`config.mk`:
```
export PLATFORM = sky130hd
export DESIGN_NAME = dtps_ctrl
export DESIGN_NICKNAME = d
export VERILOG_FILES = /design/src/sv/dtps_pkg.sv /design/src/sv/dtps_ctrl.sv
export SDC_FILE = /design/constraint.sdc
export NUM_CORES = 1
export LEC_CHECK = 0
export BUFFER_PORTS_ARGS = -buffer_cell sky130_fd_sc_hd__buf_2
export CAP_MARGIN = 40
export CORE_AREA = 4 4 41 43
export CTS_CLUSTER_DIAMETER = 100
export CTS_CLUSTER_SIZE = 40
export DETAILED_ROUTE_END_ITERATION = 16
export DIE_AREA = 0 0 45 47
export HOLD_SLACK_MARGIN = 0.03
export PLACE_DENSITY = 0.41
export SETUP_SLACK_MARGIN = 0.02
export SLEW_MARGIN = 15
export SYNTH_ARGS = -nofsm -noshare
export SYNTH_HDL_FRONTEND = slang
export SYNTH_SLANG_ARGS = --single-unit
```
`constraint.sdc`:
```
create_clock -name clk_i -period 1.3 [get_ports clk_i]
set_input_delay 0.195 -clock clk_i [delete_from_list [all_inputs] [get_ports clk_i]]
set_output_delay 0.195 -clock clk_i [all_outputs]
set_load 0.005 [all_outputs]
```
`src/sv/dtps_pkg.sv`:
```
`timescale 1ns / 1ps
`default_nettype none

package dtps_pkg;

  // fixed field widths
  localparam int unsigned CoordW  = 9;
  localparam int unsigned DepthW  = 32;
  localparam int unsigned ChanW   = 10;
  localparam int unsigned ByteW   = 8;
  localparam int unsigned CfgW    = 9;
  localparam int unsigned CfgIdxW = 1;
  localparam int unsigned ModeW   = 2;

  // item modes
  localparam logic [ModeW-1:0] MODE_FRAG  = 2'd0;
  localparam logic [ModeW-1:0] MODE_CLEAR = 2'd1;
  localparam logic [ModeW-1:0] MODE_READ  = 2'd2;

  // register indexes
  localparam logic [CfgIdxW-1:0] REG_FRAME_WIDTH  = 1'd0;
  localparam logic [CfgIdxW-1:0] REG_FRAME_HEIGHT = 1'd1;

  localparam logic [CfgW-1:0] FRAME_DIM_RESET = 9'd256;

  // depth of a cleared pixel
  localparam logic [DepthW-1:0] FAR_DEPTH = 32'h7FFF_FFFF;

  // controller to datapath
  typedef struct packed {
    logic load;
    logic rd;
    logic clr_step;
    logic commit;
  } cmd_t;

  // datapath to controller
  typedef struct packed {
    logic is_clear;
    logic clr_last;
  } sts_t;

endpackage

`default_nettype wire

```
`src/sv/dtps_ctrl.sv`:
```
`timescale 1ns / 1ps
`default_nettype none

module dtps_ctrl
  import dtps_pkg::*;
(
  input  wire  logic clk_i,
  input  wire  logic rst_ni,
  input  wire  logic in_valid_i,
  output logic       in_ready_o,
  output logic       out_valid_o,
  input  wire  logic out_ready_i,
  output cmd_t       cmd_o,
  input  wire  sts_t sts_i
);

  localparam logic [2:0] S_INIT   = 3'd0;
  localparam logic [2:0] S_IDLE   = 3'd1;
  localparam logic [2:0] S_READ   = 3'd2;
  localparam logic [2:0] S_CLEAR  = 3'd3;
  localparam logic [2:0] S_DECIDE = 3'd4;

  logic [2:0] state_q, state_d;
  logic       out_valid_q, out_valid_d;

  always_comb begin
    state_d = state_q;
    cmd_o   = '0;
    unique case (state_q)
      S_INIT: begin
        cmd_o.clr_step = 1'b1;
        if (sts_i.clr_last) begin
          state_d = S_IDLE;
        end
      end
      S_IDLE: begin
        if (in_valid_i) begin
          cmd_o.load = 1'b1;
          state_d    = S_READ;
        end
      end
      S_READ: begin
        cmd_o.rd = 1'b1;
        state_d  = sts_i.is_clear ? S_CLEAR : S_DECIDE;
      end
      S_CLEAR: begin
        cmd_o.clr_step = 1'b1;
        if (sts_i.clr_last) begin
          state_d = S_DECIDE;
        end
      end
      S_DECIDE: begin
        // hold until the output register is free
        if (!out_valid_q || out_ready_i) begin
          cmd_o.commit = 1'b1;
          state_d      = S_IDLE;
        end
      end
      default: begin
        state_d = S_IDLE;
      end
    endcase
  end

  always_comb begin
    out_valid_d = out_valid_q;
    if (cmd_o.commit) begin
      out_valid_d = 1'b1;
    end else if (out_ready_i) begin
      out_valid_d = 1'b0;
    end
  end

  always_ff @(posedge clk_i or negedge rst_ni) begin
    if (!rst_ni) begin
      state_q     <= S_INIT;
      out_valid_q <= 1'b0;
    end else begin
      state_q     <= state_d;
      out_valid_q <= out_valid_d;
    end
  end

  assign in_ready_o  = (state_q == S_IDLE);
  assign out_valid_o = out_valid_q;

endmodule

`default_nettype wire

```
==> reports/metrics.yaml <==
run_status:
  status: "finished with violations"
  violations: "setup timing"
critical_path:
  critPathBufInv: 1
  critPathTopFamily: "simple AND/OR/NAND/NOR gates"
  regToRegStartpoint: "state_q[1]$_DFFE_PN0P_"
  end_kind: "output port"
  setup.worst_path.start_class: "flop"
  cp_max_fo: 2
  crit_type: "reg2out"
  critPathSlowestCell: "or3b_4"
  cp.required_ns: 1.11
  path_cells: "or3b_4 -> nor2b_1 -> buf_2"
  ff2ff_setup_slack_ns: 0.12
  rr_endpoint: "state_q[0]$_DFFE_PN0P_"
  reg2regPathDepth: 4
  arrival_ns: 1.21
  critPathMaxStageDelay_ns: 0.40
logic_synthesis:
  yosysUniqueCellTypes: 17
  yosys_warnings: 0
  syn_avg_cell_area_um2: 8.619
  synth-seq-area-share_pct: 43.01
  syn_area_um2: 232.7
  synth.ff_latch_count: 4
  synthesis.instances: 27
  syn_nets: 33
hold_path:
  worstHoldEndpoint: "out_valid_o$_DFFE_PN0P_"
  hold_path_class: "in2reg"
  hold_depth: 3
  min_from: "out_ready_i"
cells_and_area:
  final_cell_mix: "buf_2 (11), dfrtp_1 (4), nand2_1 (3), clkbuf_4 (3)"
  fillers: 148
  fin_nets: 53
  layout-drive-gt1-share_pct: 55.56
  post-route-util_pct: 30.29
  final_common_cell: "buf_2"
  register_area_um2: 100.1
  multiInputGateArea_um2: 150.1
  antenna-diode-count: 0
  syn_to_final_growth_pct: 69.35
global_route:
  grt_usage_pct: 5.234
  grt.overflow.total: 0
  antenna_found_initial: 0
  met1_usage_pct: 6.667
  grt_max_degree: 8
  met3_usage_pct: 1.149
  top_usage_layer: "met2"
  grt_pass1_vias: 214
  use_met2_pct: 7.062
  grt_first_pass_wirelength_um: 772
clocking:
  cts-buffers-inserted: 3
  cts_max_path_buffers: 2
  cts_max_level: 1
  cts_tree: "done"
  clk_pin_slew_ns: 0.04
  cts_sinks: 4
  clk_latency_ns: 0.23
  root_buffer: "clkbuf_4"
die:
  num_io_pins: 12
  dieArea_mm2: 0.002115
  fp.dieW_um: 45
  core-area_mm2: 0.001301
  die_height_um: 47
  num_rows: 13
  start_util_pct: 17.88
timing:
  hold_viol: 0
  finalCriticalPeriod_ns: 1.402
  setup_viol: 1
  slew_violations: 0
  worst_clock_skew_ns: 0.004813
  achievable-frequency_mhz: 713.3
  worstMarginPinSlew_ns: 0.1854
  rsz0062_at_grt: "true"
  maxSlewHeadroom_pct: 87.57
  period_share_pct: 107.8
  fin_setup_tns_ns: -0.1019
  layout_setup_ws_ns: -0.1019
placement:
  place_congestion: 0.6956
  dp_hpwl_um: 397.9
  post-place-ws_ns: 0.1165
  port_buffers: 11
drt:
  drt_pass1_iterations: 1
  dr.first_iter.drc_count: 0
  via_per_inst: 3.783
  drc: 0
  wl_per_cell_um: 8.633
  wirelength_um: 518
  vias: 227
  ant_nets: 0
power:
  power.total_uw: 839.6
  combPwrFrac_pct: 58.3
  seqPwrFrac_pct: 23.8
  p_leak_nw: 0.1996
  powerDensity_mw_per_mm2: 2130
  p_switching_uw: 295.2
  clkPwrFrac_pct: 17.9
  vdd_drop_max_uv: 771.5
  p_int_uw: 544.4
  swShare_pct: 35.16
flow_run:
  maxCapViolCount: 0
-- what timing repair did --
item / 4_1_cts / 5_1_grt
hold endpoints to repair: 4 / 0
hold buffers: 1 / 0
resized for setup: 5 / 4
setup buffers: 1 / 2
setup endpoints to repair: 4 / 5
pin swaps: 3 / 2
-- state kept, by name, indices dropped and copies added (netlist names) --
register	cells
out_valid_o	1
state_q	3
-- worst max-delay path by stage --
stage	cells after the start	slack (ns)	end	start
floorplan	3	0.06	cmd_o[0]	state_q[1]$_DFFE_PN0P_
global route	3	-0.18	cmd_o[0]	state_q[1]$_DFFE_PN0P_
detailed placement	3	0.12	cmd_o[0]	state_q[1]$_DFFE_PN0P_
finish	3	-0.10	cmd_o[0]	state_q[1]$_DFFE_PN0P_
global placement	3	0.13	cmd_o[0]	state_q[1]$_DFFE_PN0P_
CTS	3	-0.13	cmd_o[0]	state_q[0]$_DFFE_PN0P_
-- tightest hold or removal path: cells and delay by family --
| kind | cells | cell delay (ns) |
|---|---|---|
| simple gates | 2 | 0.19 |
| buf+inv | 1 | 0.07 |
-- power by group through the flow --
| stage | logic, mW | registers, mW | clock network [mW] |
|---|---|---|---|
| global route | 0.536 | 0.207 | 0.161 |
| global placement | 0.398 | 0.199 | 0 |
| CTS | 0.460 | 0.201 | 0.158 |
| detailed placement | 0.389 | 0.198 | 0 |
| finish | 0.490 | 0.200 | 0.150 |
| floorplan | 0.181 | 0.232 | 0 |
-- Yosys cell counts, drive strengths merged --
master	number	area [µm²]
and2	1	6.260
o21ai	1	5.000
dfrtp	4	100.1
nand2b	2	12.51
a21oi	2	10.01
a211oi	1	7.510
nand3	1	5.000
buf	1	7.510
or2	3	18.77
nor2b	1	6.260
xor2	1	8.760
nand2	3	11.26
nor2	4	17.52
nor3	1	5.000
or3b	1	11.26
-- per-layer routing --
layer / part of all wire, % / wire length [µm]
met1: 50 / 260
met2: 42 / 218
met3: 7.7 / 40
met4: 0 / 0
met5: 0 / 0
-- per-stage QoR --
stage | instances | hold slack, ns | area, µm²
floorplan | 27 | -0.1006 | 232.7
global placement | 55 | 0.004897 | 321.6
detailed placement | 55 | 0.004040 | 321.6
CTS | 59 | 0.2669 | 376.6
global route | 60 | 0.2904 | 394.1
finish | 60 | 0.2701 | 394.1
-- cell type report --
cell class / instances / area share [%]
multi-input cells: 22 / 38.10
repair buffers: 16 / 26.03
clock buffers: 3 / 5.714
well taps: 15 / 4.762
flip-flops and latches: 4 / 25.40
-- cell families after synthesis --
logic type / Yosys count / share of synthesized area [%]
simple gates: 17 / 40.32
buf+inv: 1 / 3.227
flops: 4 / 43.01
compound gates: 4 / 9.677
xor+xnor: 1 / 3.764
Power figures use the tool's default switching activity.
